### config.mk
export PLATFORM = sky130hd
export DESIGN_NAME = bom_sniffing_utf_to_utf8_transcoder
export DESIGN_NICKNAME = d
export VERILOG_FILES = /design/src/rtl/bstu_pkg.sv /design/src/rtl/bstu_front.sv /design/src/rtl/bstu_fifo.sv /design/src/rtl/bstu_back.sv /design/src/rtl/bom_sniffing_utf_to_utf8_transcoder.sv
export SDC_FILE = /design/constraint.sdc
export NUM_CORES = 1
export LEC_CHECK = 0
export BUFFER_PORTS_ARGS = -buffer_cell sky130_fd_sc_hd__buf_4
export CORE_ASPECT_RATIO = 1.1
export CORE_UTILIZATION = 55
export DETAILED_ROUTE_END_ITERATION = 6
export PLACE_DENSITY = 0.72
export SLEW_MARGIN = 10
export SYNTH_ARGS = -nofsm -noshare
export SYNTH_HDL_FRONTEND = slang
export SYNTH_SLANG_ARGS = --single-unit
### constraint.sdc
create_clock -name clk -period 6.9 [get_ports clk]
set_clock_uncertainty 0.15 [all_clocks]
set_input_delay 1.38 -clock clk [delete_from_list [all_inputs] [get_ports clk]]
set_output_delay 1.38 -clock clk [all_outputs]
set_load 0.005 [all_outputs]
### src/rtl/bstu_pkg.sv
package bstu_pkg;

    // Byte-order mark values
    localparam logic [7:0] BOM_FF = 8'hFF;
    localparam logic [7:0] BOM_FE = 8'hFE;
    localparam logic [7:0] BOM_00 = 8'h00;
    localparam logic [7:0] BOM_EF = 8'hEF;
    localparam logic [7:0] BOM_BB = 8'hBB;
    localparam logic [7:0] BOM_BF = 8'hBF;

    // Default depth of the queue between front and back
    localparam int QUEUE_DEPTH_DEF = 4;

    typedef enum logic [2:0] {
        MODE_UNDET = 3'd0,
        MODE_PASS  = 3'd1,
        MODE_U16LE = 3'd2,
        MODE_U16BE = 3'd3,
        MODE_U32LE = 3'd4
    } mode_t;

    // Raw bytes are carried as they stand, a code point is encoded by the back
    typedef enum logic {
        KIND_RAW = 1'b0,
        KIND_CP  = 1'b1
    } kind_t;

    // One queued job: up to three raw bytes (first byte in the low lane)
    // or one code point in data[20:0]
    typedef struct packed {
        kind_t       kind;
        logic [1:0]  cnt;
        logic [23:0] data;
        logic        last;
        logic        err;
    } entry_t;

endpackage

### src/rtl/bstu_front.sv
module bstu_front
(
    input  logic            clk,
    input  logic            rst_n,
    input  logic            in_valid,
    input  logic [7:0]      in_byte,
    input  logic            in_last,
    input  logic            queue_full,
    output logic            push,
    output bstu_pkg::entry_t entry
);
    import bstu_pkg::*;

    mode_t       mode_reg, mode_next, mode_s;
    logic [1:0]  count_reg, count_next, count_s;
    logic [7:0]  held0_reg, held0_next, held0_s;
    logic [7:0]  held1_reg, held1_next, held1_s;
    logic [23:0] partial_reg, partial_next, partial_s;
    logic [1:0]  idx_reg, idx_next, idx_s;
    logic [9:0]  hs_reg, hs_next, hs_s;
    logic        pend_reg, pend_next, pend_s;
    logic        failed_reg, failed_next, failed_s;

    logic        accept;
    logic [1:0]  raw_cnt;
    logic [23:0] raw_data;
    logic        u16_go;
    logic [15:0] u16;
    logic        cp_go;
    logic [20:0] cp_val;
    logic        fail_end;

    assign accept = in_valid && !queue_full;

    // Work out the state after this word and what it gives
    always_comb
    begin
        mode_s    = mode_reg;
        count_s   = count_reg;
        held0_s   = held0_reg;
        held1_s   = held1_reg;
        partial_s = partial_reg;
        idx_s     = idx_reg;
        hs_s      = hs_reg;
        pend_s    = pend_reg;
        failed_s  = failed_reg;
        raw_cnt   = 2'd0;
        raw_data  = 24'd0;
        u16_go    = 1'b0;
        u16       = 16'd0;
        cp_go     = 1'b0;
        cp_val    = 21'd0;

        unique case (mode_reg)
            MODE_UNDET:
            begin
                unique case (count_reg)
                    2'd0:
                    begin
                        if (in_byte == BOM_FF || in_byte == BOM_FE || in_byte == BOM_EF)
                        begin
                            held0_s = in_byte;
                            count_s = 2'd1;
                        end
                        else
                        begin
                            raw_cnt  = 2'd1;
                            raw_data = {16'd0, in_byte};
                            mode_s   = MODE_PASS;
                        end
                    end
                    2'd1:
                    begin
                        if ((held0_reg == BOM_FF && in_byte == BOM_FE) ||
                            (held0_reg == BOM_EF && in_byte == BOM_BB))
                        begin
                            held1_s = in_byte;
                            count_s = 2'd2;
                        end
                        else if (held0_reg == BOM_FE && in_byte == BOM_FF)
                        begin
                            mode_s = MODE_U16BE;
                        end
                        else
                        begin
                            raw_cnt  = 2'd2;
                            raw_data = {8'd0, in_byte, held0_reg};
                            mode_s   = MODE_PASS;
                        end
                    end
                    2'd2:
                    begin
                        if (held0_reg == BOM_FF)
                        begin
                            if (in_byte == BOM_00)
                            begin
                                count_s = 2'd3;
                            end
                            else
                            begin
                                mode_s    = MODE_U16LE;
                                partial_s = {16'd0, in_byte};
                                idx_s     = 2'd1;
                            end
                        end
                        else if (in_byte == BOM_BF)
                        begin
                            mode_s = MODE_PASS;
                        end
                        else
                        begin
                            raw_cnt  = 2'd3;
                            raw_data = {in_byte, held1_reg, held0_reg};
                            mode_s   = MODE_PASS;
                        end
                    end
                    default:
                    begin
                        // FF FE 00 seen: a fourth zero means UTF-32LE
                        if (in_byte == BOM_00)
                        begin
                            mode_s = MODE_U32LE;
                        end
                        else
                        begin
                            mode_s = MODE_U16LE;
                            u16_go = 1'b1;
                            u16    = {in_byte, 8'h00};
                        end
                    end
                endcase
            end
            MODE_PASS:
            begin
                raw_cnt  = 2'd1;
                raw_data = {16'd0, in_byte};
            end
            MODE_U16LE, MODE_U16BE:
            begin
                if (!failed_reg)
                begin
                    if (idx_reg == 2'd0)
                    begin
                        partial_s = {16'd0, in_byte};
                        idx_s     = 2'd1;
                    end
                    else
                    begin
                        u16       = (mode_reg == MODE_U16LE) ? {in_byte, partial_reg[7:0]}
                                                             : {partial_reg[7:0], in_byte};
                        u16_go    = 1'b1;
                        partial_s = 24'd0;
                        idx_s     = 2'd0;
                    end
                end
            end
            MODE_U32LE:
            begin
                if (!failed_reg)
                begin
                    if (idx_reg != 2'd3)
                    begin
                        partial_s[8*idx_reg +: 8] = in_byte;
                        idx_s = idx_reg + 2'd1;
                    end
                    else
                    begin
                        partial_s = 24'd0;
                        idx_s     = 2'd0;
                        // Reject values above 10FFFF and surrogate values
                        if (in_byte != 8'd0 || partial_reg[23:16] > 8'h10 ||
                            (partial_reg[23:16] == 8'd0 && partial_reg[15:11] == 5'b11011))
                        begin
                            failed_s = 1'b1;
                        end
                        else
                        begin
                            cp_go  = 1'b1;
                            cp_val = partial_reg[20:0];
                        end
                    end
                end
            end
            default:
            begin
            end
        endcase

        // Pair surrogates of a complete 16-bit unit
        if (u16_go)
        begin
            if (pend_reg)
            begin
                if (u16[15:10] == 6'b110111)
                begin
                    cp_go  = 1'b1;
                    cp_val = 21'({hs_reg, u16[9:0]}) + 21'h10000;
                    pend_s = 1'b0;
                end
                else
                begin
                    failed_s = 1'b1;
                end
            end
            else if (u16[15:10] == 6'b110110)
            begin
                hs_s   = u16[9:0];
                pend_s = 1'b1;
            end
            else if (u16[15:10] == 6'b110111)
            begin
                failed_s = 1'b1;
            end
            else
            begin
                cp_go  = 1'b1;
                cp_val = {5'd0, u16};
            end
        end

        fail_end = failed_s || ((mode_s == MODE_U16LE || mode_s == MODE_U16BE) && pend_s);

        // Return to the start state after the final word of a file
        if (accept && in_last)
        begin
            mode_next    = MODE_UNDET;
            count_next   = 2'd0;
            held0_next   = held0_reg;
            held1_next   = held1_reg;
            partial_next = 24'd0;
            idx_next     = 2'd0;
            hs_next      = 10'd0;
            pend_next    = 1'b0;
            failed_next  = 1'b0;
        end
        else if (accept)
        begin
            mode_next    = mode_s;
            count_next   = count_s;
            held0_next   = held0_s;
            held1_next   = held1_s;
            partial_next = partial_s;
            idx_next     = idx_s;
            hs_next      = hs_s;
            pend_next    = pend_s;
            failed_next  = failed_s;
        end
        else
        begin
            mode_next    = mode_reg;
            count_next   = count_reg;
            held0_next   = held0_reg;
            held1_next   = held1_reg;
            partial_next = partial_reg;
            idx_next     = idx_reg;
            hs_next      = hs_reg;
            pend_next    = pend_reg;
            failed_next  = failed_reg;
        end
    end

    // Build the queue entry
    always_comb
    begin
        entry.kind = cp_go ? KIND_CP : KIND_RAW;
        entry.cnt  = raw_cnt;
        entry.data = cp_go ? {3'd0, cp_val} : raw_data;
        entry.last = in_last;
        entry.err  = 1'b0;

        if (in_last)
        begin
            // Flush start bytes still held, unless they already count as UTF-16LE
            if (mode_s == MODE_UNDET && !(held0_s == BOM_FF && count_s >= 2'd2))
            begin
                entry.kind = KIND_RAW;
                entry.cnt  = count_s;
                entry.data = {8'd0, held1_s, held0_s};
            end
            if (fail_end)
            begin
                entry.kind = KIND_RAW;
                entry.cnt  = 2'd0;
                entry.data = 24'd0;
                entry.err  = 1'b1;
            end
        end

        push = accept && (in_last || raw_cnt != 2'd0 || cp_go);
    end

    // Hold the decoder state
    always_ff @(posedge clk or negedge rst_n)
    begin
        if (!rst_n)
        begin
            mode_reg    <= MODE_UNDET;
            count_reg   <= 2'd0;
            partial_reg <= 24'd0;
            idx_reg     <= 2'd0;
            hs_reg      <= 10'd0;
            pend_reg    <= 1'b0;
            failed_reg  <= 1'b0;
        end
        else
        begin
            mode_reg    <= mode_next;
            count_reg   <= count_next;
            partial_reg <= partial_next;
            idx_reg     <= idx_next;
            hs_reg      <= hs_next;
            pend_reg    <= pend_next;
            failed_reg  <= failed_next;
        end
    end

    // Held start bytes need no reset
    always_ff @(posedge clk)
    begin
        held0_reg <= held0_next;
        held1_reg <= held1_next;
    end

endmodule

### src/rtl/bstu_fifo.sv
module bstu_fifo
#(
    parameter int DEPTH = bstu_pkg::QUEUE_DEPTH_DEF
)
(
    input  logic             clk,
    input  logic             rst_n,
    input  logic             push,
    input  bstu_pkg::entry_t wdata,
    input  logic             pop,
    output bstu_pkg::entry_t rdata,
    output logic             full,
    output logic             empty
);
    import bstu_pkg::*;

    localparam int AW = (DEPTH > 1) ? $clog2(DEPTH) : 1;
    localparam int CW = $clog2(DEPTH + 1);

    entry_t          slots[DEPTH];
    logic [AW-1:0]   wr_ptr_reg, wr_ptr_next;
    logic [AW-1:0]   rd_ptr_reg, rd_ptr_next;
    logic [CW-1:0]   count_reg, count_next;

    assign full  = (count_reg == CW'(DEPTH));
    assign empty = (count_reg == '0);
    assign rdata = slots[rd_ptr_reg];

    // Advance pointers with wrap
    always_comb
    begin
        wr_ptr_next = wr_ptr_reg;
        rd_ptr_next = rd_ptr_reg;
        count_next  = count_reg;
        if (push)
        begin
            wr_ptr_next = (wr_ptr_reg == AW'(DEPTH - 1)) ? '0 : wr_ptr_reg + AW'(1);
        end
        if (pop)
        begin
            rd_ptr_next = (rd_ptr_reg == AW'(DEPTH - 1)) ? '0 : rd_ptr_reg + AW'(1);
        end
        if (push && !pop)
        begin
            count_next = count_reg + CW'(1);
        end
        else if (pop && !push)
        begin
            count_next = count_reg - CW'(1);
        end
    end

    always_ff @(posedge clk or negedge rst_n)
    begin
        if (!rst_n)
        begin
            wr_ptr_reg <= '0;
            rd_ptr_reg <= '0;
            count_reg  <= '0;
        end
        else
        begin
            wr_ptr_reg <= wr_ptr_next;
            rd_ptr_reg <= rd_ptr_next;
            count_reg  <= count_next;
        end
    end

    // Store the pushed word
    always_ff @(posedge clk)
    begin
        if (push)
        begin
            slots[wr_ptr_reg] <= wdata;
        end
    end

    a_no_overflow: assert property (@(posedge clk) disable iff (!rst_n)
        push |-> !full || pop)
        else $error("queue written while full");

    a_no_underflow: assert property (@(posedge clk) disable iff (!rst_n)
        pop |-> !empty)
        else $error("queue read while empty");

    a_count_bound: assert property (@(posedge clk) disable iff (!rst_n)
        count_reg <= CW'(DEPTH))
        else $error("queue fill count out of range");

endmodule

### src/rtl/bstu_back.sv
module bstu_back
(
    input  logic             clk,
    input  logic             rst_n,
    input  bstu_pkg::entry_t head,
    input  logic             empty,
    output logic             pop,
    output logic             out_valid,
    input  logic             out_stall,
    output logic             has_byte,
    output logic [7:0]       out_byte,
    output logic             out_last,
    output logic             decode_error
);
    import bstu_pkg::*;

    logic [2:0]  n;
    logic [1:0]  last_idx;
    logic [1:0]  k;
    logic [7:0]  cur_byte;
    logic [5:0]  cont;
    logic [20:0] cp;
    logic        load;
    logic        cur_last;

    logic [1:0]  idx_reg, idx_next;
    logic        valid_reg, valid_next;
    logic        has_reg;
    logic [7:0]  byte_reg;
    logic        last_reg;
    logic        err_reg;

    assign cp = head.data[20:0];

    // Count the bytes of the head entry
    always_comb
    begin
        unique case (head.kind)
            KIND_RAW: n = {1'b0, head.cnt};
            KIND_CP:
            begin
                if (cp < 21'h80)
                begin
                    n = 3'd1;
                end
                else if (cp < 21'h800)
                begin
                    n = 3'd2;
                end
                else if (cp < 21'h10000)
                begin
                    n = 3'd3;
                end
                else
                begin
                    n = 3'd4;
                end
            end
            default: n = 3'd0;
        endcase
        last_idx = (n == 3'd0) ? 2'd0 : 2'(n - 3'd1);
        k        = last_idx - idx_reg;
    end

    // Pick the current output byte
    always_comb
    begin
        unique case (k)
            2'd0:    cont = cp[5:0];
            2'd1:    cont = cp[11:6];
            2'd2:    cont = cp[17:12];
            default: cont = 6'd0;
        endcase

        if (head.kind == KIND_RAW)
        begin
            cur_byte = head.data[8*idx_reg +: 8];
        end
        else if (idx_reg != 2'd0)
        begin
            cur_byte = {2'b10, cont};
        end
        else
        begin
            unique case (n)
                3'd1:    cur_byte = {1'b0, cp[6:0]};
                3'd2:    cur_byte = {3'b110, cp[10:6]};
                3'd3:    cur_byte = {4'b1110, cp[15:12]};
                default: cur_byte = {5'b11110, cp[20:18]};
            endcase
        end
        if (n == 3'd0)
        begin
            cur_byte = 8'd0;
        end
        cur_last = head.last && (idx_reg == last_idx);
    end

    // Advance when the output register is free or being taken
    always_comb
    begin
        load       = !empty && (!valid_reg || !out_stall);
        pop        = load && (idx_reg == last_idx);
        idx_next   = idx_reg;
        valid_next = valid_reg;
        if (load)
        begin
            idx_next   = pop ? 2'd0 : idx_reg + 2'd1;
            valid_next = 1'b1;
        end
        else if (!out_stall)
        begin
            valid_next = 1'b0;
        end
    end

    always_ff @(posedge clk or negedge rst_n)
    begin
        if (!rst_n)
        begin
            idx_reg   <= 2'd0;
            valid_reg <= 1'b0;
        end
        else
        begin
            idx_reg   <= idx_next;
            valid_reg <= valid_next;
        end
    end

    // Hold the output word
    always_ff @(posedge clk)
    begin
        if (load)
        begin
            has_reg  <= (n != 3'd0);
            byte_reg <= cur_byte;
            last_reg <= cur_last;
            err_reg  <= head.err && cur_last;
        end
    end

    assign out_valid    = valid_reg;
    assign has_byte     = has_reg;
    assign out_byte     = byte_reg;
    assign out_last     = last_reg;
    assign decode_error = err_reg;

    a_err_is_marker: assert property (@(posedge clk) disable iff (!rst_n)
        (valid_reg && err_reg) |-> (last_reg && !has_reg))
        else $error("error reported on a data word");

    a_bare_is_last: assert property (@(posedge clk) disable iff (!rst_n)
        (valid_reg && !has_reg) |-> last_reg)
        else $error("bare marker without end of file");

    a_idx_bound: assert property (@(posedge clk) disable iff (!rst_n)
        !empty |-> (idx_reg <= last_idx))
        else $error("byte index beyond entry");

endmodule

### src/rtl/bom_sniffing_utf_to_utf8_transcoder.sv
// Text transcoder: UTF-16LE, UTF-16BE, UTF-32LE or plain bytes in, UTF-8 out.
// Input channel in_valid/in_stall carries one file byte per word, in_last on
// its final byte. The start of each file is sniffed for a byte-order mark;
// a UTF-8 mark is stripped, an unknown start passes through unchanged.
// Output channel out_valid/out_stall carries one UTF-8 byte per word; the
// final word of a file has out_last set. has_byte low marks a bare end
// word, and decode_error on it means the file held an invalid sequence.
// A front decoder accepts one byte per cycle, while the queue has room, into a
// QUEUE_DEPTH entry queue; the back encoder sends one output byte per cycle
// while entries wait and out_stall does not hold it. An accepted byte is written
// into the queue, and the back loads its output words from the queue head into
// the output register. Each input byte gives zero to four output words (five is
// never reached), so the output port sets the sustained rate.
// in_stall rises while the queue is full; out_stall holds the output word
// and lets the queue fill. Reset empties the queue and returns the decoder
// to the start-of-file state, which the final byte of each file also does.
module bom_sniffing_utf_to_utf8_transcoder
#(
    parameter int QUEUE_DEPTH = bstu_pkg::QUEUE_DEPTH_DEF
)
(
    input  logic       clk,
    input  logic       rst_n,
    input  logic       in_valid,
    output logic       in_stall,
    input  logic [7:0] in_byte,
    input  logic       in_last,
    output logic       out_valid,
    input  logic       out_stall,
    output logic       has_byte,
    output logic [7:0] out_byte,
    output logic       out_last,
    output logic       decode_error
);
    import bstu_pkg::*;

    entry_t push_entry;
    entry_t head_entry;
    logic   push;
    logic   pop;
    logic   full;
    logic   empty;

    assign in_stall = full;

    bstu_front u_front
    (
        .clk        (clk),
        .rst_n      (rst_n),
        .in_valid   (in_valid),
        .in_byte    (in_byte),
        .in_last    (in_last),
        .queue_full (full),
        .push       (push),
        .entry      (push_entry)
    );

    bstu_fifo #(.DEPTH(QUEUE_DEPTH)) u_fifo
    (
        .clk   (clk),
        .rst_n (rst_n),
        .push  (push),
        .wdata (push_entry),
        .pop   (pop),
        .rdata (head_entry),
        .full  (full),
        .empty (empty)
    );

    bstu_back u_back
    (
        .clk          (clk),
        .rst_n        (rst_n),
        .head         (head_entry),
        .empty        (empty),
        .pop          (pop),
        .out_valid    (out_valid),
        .out_stall    (out_stall),
        .has_byte     (has_byte),
        .out_byte     (out_byte),
        .out_last     (out_last),
        .decode_error (decode_error)
    );

endmodule

After elaboration in Yosys (flattened, before gate mapping)
Memory sizes are Yosys's and may differ from the RTL's.
Index checks and enable logic that the tools add are counted.
- bits in registers: 80
- word-level logic and storage cells: 267
- RAM bits: 116
- memories: 1
- output and inout port bits: 13
- input port bits: 13
- memory list (name ; words ; bits a word ; read ports ; clocked after Yosys merged registers in ; wr ports ; RTL line ; text):
    u_fifo.slots ; 4 ; 29 ; 1 ; 0 ; 1 ; bstu_fifo.sv:20 ; entry_t slots[DEPTH];
- shift-type cells: 3
- order comparisons: 5
- bitwise operators: 2
- multiplexer cells: 135
- equal/unequal tests: 37
- add/sub/neg operators: 10
- reduce and logical (&&, ||, !) cells: 56
- operators with widths (operator ; number):
    $mux 24 ; 12
    $mux 21 ; 9
    $pmux 24 s3 ; 2
    $mux 16 ; 6
    $mux 27 ; 3
    $mux 8 ; 10
    $eq 8x8->1 const B ; 9
    $mux 10 ; 5
    $mux 2 ; 24
    $pmux 24 s2 ; 1
    $mux 1 ; 39
    $mux 3 ; 13
    $neg 5->34 ; 1
    $shift 8x34->24 const A ; 1
    $shiftx 8x34->24 ; 1
    $pmux 16 s2 ; 1
    $bwmux 24 ; 1
    $pmux 8 s3 ; 1
    $shiftx 24x6->8 ; 1
    $add 20x17->21 const B ; 1
    $lt 21x12->1 const B ; 1
    $lt 21x17->1 const B ; 1
    $lt 21x8->1 const B ; 1
    $eq 3x2->1 const B ; 6
    40 further kinds ; 98

Depth between registers and ports, before layout
Gate-level depths: netlist of the first run.
- depth in word-level cells: 17
- gate-level depth with buffers: 18
- depth with buffers taken out: 15

By module
From an unflattened synthesis of the first run, not the netlist that was laid out.
- cells, all modules: 850
- area, all modules: 10427.5 um2
- by module, submodules not included (module ; area an instance (um2) ; cells each ; instances):
    bstu_fifo ; 4600.7 ; 188 ; 1
    bstu_front ; 4399.2 ; 498 ; 1
    bstu_back ; 1427.6 ; 164 ; 1

Worst setup path before layout of the first run
OpenSTA, ideal clock, no wires.
- path kind: input-to-reg
- start: input port in_byte[1]
- end: register u_fifo.count_reg[1]
- path buffers: 2
- cell stages on the path: 13
- path slack: 2.230 ns
- setup time: 0.125 ns
- arrival: 4.395 ns
- cells stage by stage: buf_2 and4_1 or4b_1 nor3_1 nor2_1 o21a_1 clkbuf_1 nor4_2 nor2_2 ha_1 inv_1 fa_1 mux2_2
- elaborated cells on any way between the ends: 48
- classes of those cells: 7 x eq/ne; 23 x mux; 18 x reduce/logical
- RTL lines (item ; RTL line ; text):
    start: declaration ; bom_sniffing_utf_to_utf8_transcoder.sv:26 ; input logic [7:0] in_byte,
    parallel branches: the longest is 11 deep, another holds $mux 16 ; -- ;
    $logic_or 1x1->1 (*) ; bstu_front.sv:289 ; push = accept && (in_last || raw_cnt != 2'd0 || cp_go);
    $logic_and 1x1->1 (*) ; bstu_front.sv:289 ;
    net push ; bom_sniffing_utf_to_utf8_transcoder.sv:39 ; logic push;
    $logic_and 1x1->1 (*) ; bstu_fifo.sv:43 ; if (push && !pop)
    $mux 3 (*) ; bstu_fifo.sv:43 ;
    net u_fifo.count_next[1] ; bstu_fifo.sv:23 ; logic [CW-1:0] count_reg, count_next;
    end signal: assignment ; bstu_fifo.sv:65 ; count_reg <= count_next;
    end: declaration ; bstu_fifo.sv:23 ;
Mark *: on every way through the listed nets, which the timed path passes.
A chain may end at the register's enable or synchronous reset.

Worst setup path after layout of the first run
- start: register u_fifo.rd_ptr_reg[0]
- end: register u_fifo.count_reg[1]
- longest elaborated chain between the ends: 13
- elaborated cells on any way between the ends: 19
- classes of those cells: 1 x add/sub; 3 x order compare; 1 x eq/ne; 6 x mux; 1 x bitwise; 6 x reduce/logical; 1 x memory
- RTL lines (item ; RTL line ; text):
    start: declaration ; bstu_fifo.sv:22 ; logic [AW-1:0] rd_ptr_reg, rd_ptr_next;
    start signal: assignment ; bstu_fifo.sv:64 ; rd_ptr_reg <= rd_ptr_next;
    $mem_v2 4x29 (*) ; -- ;
    $lt 21x17->1 ; bstu_back.sv:50 ; else if (cp < 21'h10000)
    $mux 3 ; bstu_back.sv:50 ;
    $mux 3 ; bstu_back.sv:46 ; else if (cp < 21'h800)
    $mux 3 ; bstu_back.sv:42 ; if (cp < 21'h80)
    $pmux 3 s2 (*) ; bstu_back.sv:38 ; unique case (head.kind)
    $sub 2x1->2 / $logic_not 3->1 (equally long branches) ; bstu_back.sv:61 ; last_idx = (n == 3'd0) ? 2'd0 : 2'(n - 3'd1);
    $mux 2 (*) ; bstu_back.sv:61 ;
    $eq 2x2->1 (*) ; bstu_back.sv:103 ; pop = load && (idx_reg == last_idx);
    $logic_and 1x1->1 (*) ; bstu_back.sv:103 ;
    $logic_not 1->1 (*) ; bstu_fifo.sv:43 ;
    $logic_and 1x1->1 (*) ; bstu_fifo.sv:43 ;
    $mux 3 (*) ; bstu_fifo.sv:43 ;
    net u_fifo.count_next[1] ; bstu_fifo.sv:23 ;
The timed path passes the listed nets; every way through them passes the cells marked *.

==> run_summary.xml, run 1 <==
<?xml version="1.0" encoding="UTF-8"?>
<metrics>
  <group name="run_status">
    <metric name="outcome" unit="">finished clean</metric>
  </group>
  <group name="global_routing">
    <metric name="grt_pass1_wl" unit="um">43900</metric>
    <metric name="number_of_antenna_violations_at_the_first_check_in_global_routing" unit="">0</metric>
    <metric name="track_usage" unit="">0.328</metric>
    <metric name="maximum_number_of_pins_on_one_net_before_global_route_repair" unit="">54</metric>
    <metric name="overflow" unit="">0</metric>
    <metric name="grt_pass1_vias" unit="">7272</metric>
  </group>
  <group name="worst_setup_path">
    <metric name="crit_path_max_fanout" unit="">21</metric>
    <metric name="r2r_slack" unit="ps">1600</metric>
    <metric name="critical_path.startpoint_type" unit="">register</metric>
    <metric name="end_kind" unit="">register</metric>
    <metric name="critical_path_required" unit="ps">7080</metric>
    <metric name="setup.worst_path.class" unit="">register to register</metric>
    <metric name="cp.arrival" unit="ps">5490</metric>
  </group>
  <group name="layout">
    <metric name="final_area" unit="um^2">11100</metric>
    <metric name="layout.core_utilization" unit="">0.626</metric>
    <metric name="area_delta_synth_final" unit="%">10.6</metric>
    <metric name="n_fill_cell" unit="">1388</metric>
    <metric name="final_layout_size_suffix_gt1_frac" unit="">0.182</metric>
    <metric name="final_nets" unit="">851</metric>
    <metric name="num_antenna_cells" unit="">0</metric>
    <metric name="number_of_flip_flops_in_the_largest_register" unit="">116</metric>
  </group>
  <group name="clock_network">
    <metric name="cts_root_buffer" unit="">sky130_fd_sc_hd__clkbuf_16</metric>
    <metric name="cts-htree-levels" unit="">4</metric>
    <metric name="cts_hold_repair.buffers" unit="">0</metric>
    <metric name="clock_tree_from_tritoncts" unit="">yes</metric>
    <metric name="clock_insertion_delay_worst_skew" unit="ps">450</metric>
    <metric name="tritoncts.num_buffers" unit="">17</metric>
    <metric name="numClockSinks" unit="">196</metric>
    <metric name="postCtsResizedCells" unit="">0</metric>
    <metric name="cts_setup_buffers" unit="">0</metric>
    <metric name="clk_pin_slew_worst_paths" unit="ps">80</metric>
    <metric name="clockBufferDepth" unit="">2</metric>
  </group>
  <group name="die">
    <metric name="starting_density_of_the_core" unit="">0.566</metric>
    <metric name="floorplan.die.height" unit="um">144</metric>
    <metric name="die_width" unit="um">131</metric>
    <metric name="core" unit="um^2">17800</metric>
    <metric name="design.die.area" unit="um^2">18900</metric>
    <metric name="ios" unit="">26</metric>
    <metric name="row_count" unit="">51</metric>
  </group>
  <group name="route">
    <metric name="m1WireLength" unit="um">11200</metric>
    <metric name="post-route-drc-count" unit="">0</metric>
    <metric name="firstDrtPassIters" unit="">5</metric>
    <metric name="final_antenna_net_count" unit="">0</metric>
    <metric name="met3RoutedLength" unit="um">1750</metric>
    <metric name="vias" unit="">7357</metric>
    <metric name="wire_per_inst" unit="um">27.0</metric>
    <metric name="drt-initial-drc-count" unit="">823</metric>
    <metric name="dr_wl_met2" unit="um">14500</metric>
    <metric name="maxUsedRoutingLayer" unit="">met4</metric>
    <metric name="avgViaCountPerCell" unit="">6.85</metric>
    <metric name="wl" unit="um">29000</metric>
  </group>
  <group name="logic_synthesis">
    <metric name="synthesized_net_count" unit="">837</metric>
    <metric name="synth_cells" unit="">809</metric>
    <metric name="asyncSetResetFlopFracSynth" unit="">0.270</metric>
    <metric name="library_cells_used_by_synthesis" unit="">78</metric>
    <metric name="synth_enable_flop_cells" unit="">143</metric>
    <metric name="synth_area" unit="um^2">10100</metric>
    <metric name="avg_synthesized_cell_area" unit="um^2">12.4</metric>
    <metric name="synth_sequential_area_ratio" unit="">0.558</metric>
    <metric name="postSynth.topFlopCell" unit="">sky130_fd_sc_hd__edfxtp_1</metric>
    <metric name="yosys_warnings" unit="">0</metric>
    <metric name="ys_ff_latch" unit="">196</metric>
  </group>
  <group name="sta">
    <metric name="layout_worst_path_cycle_share" unit="">0.768</metric>
    <metric name="setup_viol" unit="">0</metric>
    <metric name="postLayoutSetupSlackWorst" unit="ps">1600</metric>
    <metric name="timing_worst_slew_pin_value" unit="ps">1230</metric>
    <metric name="final_max_slew_viols" unit="">0</metric>
    <metric name="fin_setup_tns" unit="ps">0</metric>
    <metric name="unrepaired_setup_endpoints_after_global_routing" unit="">no</metric>
    <metric name="timing.final.crit_period" unit="ps">5300</metric>
    <metric name="timing.final.hold_violations" unit="">0</metric>
    <metric name="max_freq" unit="MHz">189</metric>
    <metric name="slew_headroom" unit="">0.176</metric>
  </group>
  <group name="power">
    <metric name="max-vdd-ir-drop" unit="mV">0.270</metric>
    <metric name="totalPowerFinal" unit="uW">4350</metric>
    <metric name="power-per-cell-area" unit="nW/um^2">391</metric>
    <metric name="p_leak" unit="uW">0.00412</metric>
  </group>
  <group name="placed_design">
    <metric name="routabilityCongestion" unit="">0.973</metric>
    <metric name="post-place-ws" unit="ps">1200</metric>
    <metric name="port_buffers" unit="">25</metric>
    <metric name="detailedPlacementHpwl" unit="um">21000</metric>
    <metric name="place_area" unit="um^2">10500</metric>
  </group>
  <group name="hold_path">
    <metric name="holdCritPathClass" unit="">register to register</metric>
  </group>
  <group name="job">
    <metric name="drv.max_cap_violation_count" unit="">0</metric>
  </group>
</metrics>
==> metrics by stage <==
| stage | hold WS [ps] | instances |
|---|---|---|
| 3_5_place_dp | 340 | 1042 |
| 3_3_place_gp | 321 | 1042 |
| 6_report | 359 | 1074 |
| 4_1_cts | 359 | 1074 |
| 2_1_floorplan | 306 | 809 |
| 5_1_grt | 379 | 1074 |
==> cell type report <==
type,count,area [um^2],share of cell area
sequential,196,5620,0.505
multi-input combinational,544,4170,0.375
clock buffer,17,425,0.0382
timing repair buffer,45,338,0.0303
tap,238,298,0.0267
clock inverter,15,210,0.0189
inverter,19,71.3,0.00640
==> Yosys cell counts (11+ instances only) <==
cell type / number / area share
sky130_fd_sc_hd__mux2i_1: 28 / 0.028
sky130_fd_sc_hd__a221o_1: 13 / 0.013
sky130_fd_sc_hd__nand3_1: 24 / 0.012
sky130_fd_sc_hd__o21ai_0: 26 / 0.013
sky130_fd_sc_hd__and2_1: 12 / 0.0075
sky130_fd_sc_hd__mux4_2: 29 / 0.065
sky130_fd_sc_hd__ha_1: 14 / 0.017
sky130_fd_sc_hd__dfrtp_1: 53 / 0.13
sky130_fd_sc_hd__clkbuf_1: 32 / 0.012
sky130_fd_sc_hd__mux2_2: 12 / 0.013
sky130_fd_sc_hd__nor3_1: 15 / 0.0075
sky130_fd_sc_hd__edfxtp_1: 143 / 0.43
sky130_fd_sc_hd__a21oi_1: 41 / 0.020
sky130_fd_sc_hd__nand2_1: 54 / 0.020
sky130_fd_sc_hd__nor2_1: 61 / 0.023
sky130_fd_sc_hd__nand2b_1: 12 / 0.0075
sky130_fd_sc_hd__nor4_1: 11 / 0.0068
sky130_fd_sc_hd__a22o_1: 30 / 0.026
sky130_fd_sc_hd__inv_1: 18 / 0.0067
==> report_power, final <==
| group | switching, uW | internal (uW) | total [uW] |
|---|---|---|---|
| sequential | 157 | 1530 | 1680 |
| combinational | 948 | 686 | 1630 |
| clock | 532 | 504 | 1040 |
==> layout by cell type, fill, tap and decap left out, types with 4 or more instances in the layout <==
cell                        count
sky130_fd_sc_hd__a21oi_1       41
sky130_fd_sc_hd__a221o_1       13
sky130_fd_sc_hd__a221oi_1       4
sky130_fd_sc_hd__a22o_1        30
sky130_fd_sc_hd__a22oi_1        8
sky130_fd_sc_hd__a31oi_1       10
sky130_fd_sc_hd__and2_1        12
sky130_fd_sc_hd__and3_1         9
sky130_fd_sc_hd__buf_4         45
sky130_fd_sc_hd__clkbuf_16     17
sky130_fd_sc_hd__clkinv_8       7
sky130_fd_sc_hd__dfrtp_1       52
sky130_fd_sc_hd__edfxtp_1     143
sky130_fd_sc_hd__ha_1          14
sky130_fd_sc_hd__inv_1         18
sky130_fd_sc_hd__mux2_2        12
sky130_fd_sc_hd__mux2i_1       28
sky130_fd_sc_hd__mux4_2        29
sky130_fd_sc_hd__nand2_1       54
sky130_fd_sc_hd__nand2b_1      12
sky130_fd_sc_hd__nand3_1       24
sky130_fd_sc_hd__nand4_1        4
sky130_fd_sc_hd__nor2_1        61
sky130_fd_sc_hd__nor3_1        15
sky130_fd_sc_hd__nor4_1        10
sky130_fd_sc_hd__nor4_2         6
sky130_fd_sc_hd__o211ai_1       7
sky130_fd_sc_hd__o21ai_0       26
sky130_fd_sc_hd__o21ai_1       10
sky130_fd_sc_hd__o221ai_1       8
sky130_fd_sc_hd__o22ai_1        7
sky130_fd_sc_hd__or2_2          8
sky130_fd_sc_hd__or3_1          6
sky130_fd_sc_hd__xnor2_1        6
==> critical path, cell delays in order, from the launching register on <==
cell	delay, ps
sky130_fd_sc_hd__dfrtp_2	820
sky130_fd_sc_hd__mux4_2	660
sky130_fd_sc_hd__nor4_1	550
sky130_fd_sc_hd__nand2_1	130
sky130_fd_sc_hd__a31oi_2	410
sky130_fd_sc_hd__o21ai_1	450
sky130_fd_sc_hd__nand2_1	170
sky130_fd_sc_hd__ha_1	460
sky130_fd_sc_hd__nand3_1	290
sky130_fd_sc_hd__ha_1	290
sky130_fd_sc_hd__inv_1	80
sky130_fd_sc_hd__fa_1	420
sky130_fd_sc_hd__mux2_2	270
==> worst paths after layout <==
check,start,endpoint,depth (start not counted)
setup / recovery,u_fifo.rd_ptr_reg[0],u_fifo.count_reg[1],12
hold / removal,u_fifo.count_reg[2],u_fifo.count_reg[2],1
setup reg to reg,u_fifo.rd_ptr_reg[0],u_fifo.count_reg[1],12
hold reg to reg,u_fifo.count_reg[2],u_fifo.count_reg[2],1
max in group asynchronous,rst_n,u_fifo.rd_ptr_reg[0],1
min in group asynchronous,rst_n,u_front.idx_reg[1],1
==> per-layer routing <==
layer | global-route usage | vias to the layer above
met5 | 0 | -
met1 | 0.409 | 3675
met4 | 0.192 | 0
met2 | 0.542 | 387
met3 | 0.0469 | 87
li1 | - | 3208
==> kinds of logic (layout without fill, tap and decap cells) <==
group | count (synthesis) | after routing | share of synthesized area
buffers and inverters | 69 | 96 | 0.0293
muxes | 71 | 71 | 0.108
adders and majority gates | 15 | 15 | 0.0194
DFF | 196 | 196 | 0.558
and+or+nand+nor | 250 | 250 | 0.132
xor gates and xnor gates | 8 | 8 | 0.00696
AOI/OAI and AO/OA | 200 | 200 | 0.146
Note: power is estimated with default switching activity, not from simulation.
==> inputs of run 2 (changes only) <==
==> constraint.sdc (replaced) <==
create_clock -name clk -period 5.1 [get_ports clk]
set_clock_uncertainty 0.15 [all_clocks]
set_input_delay 1.02 -clock clk [delete_from_list [all_inputs] [get_ports clk]]
set_output_delay 1.02 -clock clk [all_outputs]
set_load 0.005 [all_outputs]
==> run_summary.xml, run 2 (synthesized netlist as in run 1, its figures left out) <==
<?xml version="1.0" encoding="UTF-8"?>
<metrics>
  <group name="run_status">
    <metric name="outcome" unit="">finished clean</metric>
  </group>
  <group name="route">
    <metric name="vias" unit="">7358</metric>
    <metric name="post-route-drc-count" unit="">0</metric>
    <metric name="drt-initial-drc-count" unit="">664</metric>
    <metric name="dr_wl_met2" unit="um">14900</metric>
    <metric name="final_antenna_net_count" unit="">0</metric>
    <metric name="m1WireLength" unit="um">11500</metric>
    <metric name="wire_per_inst" unit="um">26.9</metric>
    <metric name="firstDrtPassIters" unit="">7</metric>
    <metric name="avgViaCountPerCell" unit="">6.77</metric>
    <metric name="wl" unit="um">29200</metric>
    <metric name="met3RoutedLength" unit="um">1730</metric>
    <metric name="maxUsedRoutingLayer" unit="">met4</metric>
  </group>
  <group name="clock_network">
    <metric name="clock_insertion_delay_worst_skew" unit="ps">440</metric>
    <metric name="clock_tree_from_tritoncts" unit="">yes</metric>
    <metric name="postCtsResizedCells" unit="">0</metric>
    <metric name="cts_root_buffer" unit="">sky130_fd_sc_hd__clkbuf_16</metric>
    <metric name="clockBufferDepth" unit="">2</metric>
    <metric name="tritoncts.num_buffers" unit="">17</metric>
    <metric name="clk_pin_slew_worst_paths" unit="ps">80</metric>
    <metric name="cts-htree-levels" unit="">4</metric>
    <metric name="cts_hold_repair.buffers" unit="">0</metric>
    <metric name="cts_setup_buffers" unit="">0</metric>
    <metric name="numClockSinks" unit="">196</metric>
  </group>
  <group name="global_routing">
    <metric name="number_of_antenna_violations_at_the_first_check_in_global_routing" unit="">0</metric>
    <metric name="maximum_number_of_pins_on_one_net_before_global_route_repair" unit="">54</metric>
    <metric name="track_usage" unit="">0.331</metric>
    <metric name="grt_pass1_vias" unit="">7181</metric>
    <metric name="overflow" unit="">0</metric>
    <metric name="grt_pass1_wl" unit="um">44300</metric>
  </group>
  <group name="layout">
    <metric name="most-common-layout-cells" unit="">143 x sky130_fd_sc_hd__edfxtp_1, 61 x sky130_fd_sc_hd__nor2_1, 58 x sky130_fd_sc_hd__buf_4</metric>
    <metric name="number_of_flip_flops_in_the_largest_register" unit="">116</metric>
    <metric name="area_delta_synth_final" unit="%">11.5</metric>
    <metric name="num_antenna_cells" unit="">0</metric>
    <metric name="final_nets" unit="">864</metric>
    <metric name="final_layout_size_suffix_gt1_frac" unit="">0.192</metric>
    <metric name="layout.cells.most_common" unit="">sky130_fd_sc_hd__edfxtp_1</metric>
    <metric name="finish.cell_count_without_fillers" unit="">1087</metric>
    <metric name="final_area" unit="um^2">11200</metric>
  </group>
  <group name="die">
    <metric name="ios" unit="">26</metric>
    <metric name="floorplan.die.height" unit="um">144</metric>
    <metric name="design.die.area" unit="um^2">18900</metric>
    <metric name="row_count" unit="">51</metric>
    <metric name="starting_density_of_the_core" unit="">0.566</metric>
    <metric name="die_width" unit="um">131</metric>
    <metric name="core" unit="um^2">17800</metric>
  </group>
  <group name="placed_design">
    <metric name="port_buffers" unit="">25</metric>
    <metric name="placed_instance_count" unit="">1055</metric>
    <metric name="place_area" unit="um^2">10600</metric>
    <metric name="detailedPlacementHpwl" unit="um">21100</metric>
    <metric name="routabilityCongestion" unit="">1.03</metric>
  </group>
  <group name="worst_setup_path">
    <metric name="setup.worst_path.class" unit="">register to register</metric>
    <metric name="critical_path.startpoint_type" unit="">register</metric>
    <metric name="critPathTopFamily" unit="">simple AND/OR/NAND/NOR gates</metric>
    <metric name="critical_path_required" unit="ps">5300</metric>
    <metric name="end_kind" unit="">register</metric>
    <metric name="critical_path.n_buffers_inverters" unit="">2</metric>
    <metric name="crit_path_max_fanout" unit="">14</metric>
    <metric name="max_stage_delay" unit="ps">760</metric>
    <metric name="crit_path_top_delay_cell" unit="">sky130_fd_sc_hd__or4b_1</metric>
    <metric name="timing.critical_path.cells" unit="">inv_1 -&gt; ha_1 -&gt; or4b_1 -&gt; o22ai_2 -&gt; a22oi_2 -&gt; or4_4 -&gt; o211ai_2 -&gt; nor4_2 -&gt; nor2_2 -&gt; ha_1 -&gt; inv_1 -&gt; fa_1 -&gt; xor2_1 -&gt; nor2_1 -&gt; xor2_1</metric>
    <metric name="cp.arrival" unit="ps">5040</metric>
  </group>
  <group name="sta">
    <metric name="timing.final.crit_period" unit="ps">4840</metric>
    <metric name="setup_viol" unit="">0</metric>
    <metric name="timing_worst_slew_pin_value" unit="ps">994</metric>
    <metric name="final_max_slew_viols" unit="">0</metric>
    <metric name="fin_worst_hold_slack" unit="ps">361</metric>
    <metric name="timing.final.hold_violations" unit="">0</metric>
    <metric name="slew_headroom" unit="">0.337</metric>
    <metric name="max_freq" unit="MHz">207</metric>
    <metric name="unrepaired_setup_endpoints_after_global_routing" unit="">no</metric>
    <metric name="layout_worst_path_cycle_share" unit="">0.948</metric>
    <metric name="fin_setup_tns" unit="ps">0</metric>
  </group>
  <group name="hold_path">
    <metric name="holdCritPathClass" unit="">register to register</metric>
  </group>
  <group name="job">
    <metric name="drv.max_cap_violation_count" unit="">0</metric>
  </group>
  <group name="power">
    <metric name="max-vdd-ir-drop" unit="mV">0.418</metric>
    <metric name="power-per-cell-area" unit="nW/um^2">535</metric>
    <metric name="p_leak" unit="uW">0.00419</metric>
  </group>
</metrics>
-- run 2: cell types whose count changed in the layout (fill, tap and decap cells not counted), sizes merged --
cell and delta:
buf +13, clkinv -3, inv +2, bufinv +1
-- run 2: worst reg2reg max path, delay by kind of cell, from the launching register on --
kind	cells	cell delay (ps)
and+or+nand+nor	5	1860
xor gates and xnor gates	2	350
adders and majority gates	3	900
DFF	1	430
buffers and inverters	2	190
AOI/OAI and AO/OA	3	870
-- run 2: final cells by class --
class                      count  area [um^2]
timing repair buffer          58          435
tap                          238          298
sequential                   196         5620
clock buffer                  17          425
clock inverter                15          214
inverter                      19         71.3
multi-input combinational    544         4160
fill                        1387         6580
-- run 2: final timing paths --
| check | start | to | slack (ps) | depth (start not counted) |
|---|---|---|---|---|
| hold / removal | u_back.out_valid | u_back.out_valid | 360 | 2 |
| min in group asynchronous | rst_n | u_front.mode_reg[2] | 480 | 1 |
| hold reg to reg | u_back.out_valid | u_back.out_valid | 360 | 2 |
| setup / recovery | u_front.idx_reg[0] | u_fifo.count_reg[2] | 260 | 15 |
| max in group asynchronous | rst_n | u_fifo.rd_ptr_reg[0] | 3820 | 1 |
| setup reg to reg | u_front.idx_reg[0] | u_fifo.count_reg[2] | 260 | 15 |
-- run 2: per-stage QoR --
stage | total power (uW) | utilization | setup slack, ps
6_report | 6000 | 0.630 | 265
3_5_place_dp | 4570 | 0.595 | 154
5_1_grt | 6270 | 0.630 | 6.31
2_1_floorplan | 3800 | - | 673
3_3_place_gp | 4520 | 0.595 | 240
4_1_cts | 5980 | 0.630 | 278
-- run 2: power by group --
group | internal [uW] | total, uW | switching, uW
Combinational | 975 | 2260 | 1280
Sequential | 2060 | 2310 | 250
Clock | 726 | 1430 | 704
Total | 3760 | 6000 | 2240
-- run 2: routing by layer --
metal | vias up | GRT usage
li1 | 3226 | -
met1 | 3712 | 0.426
met2 | 353 | 0.553
met3 | 67 | 0.0450
met4 | 0 | 0.156
met5 | - | 0
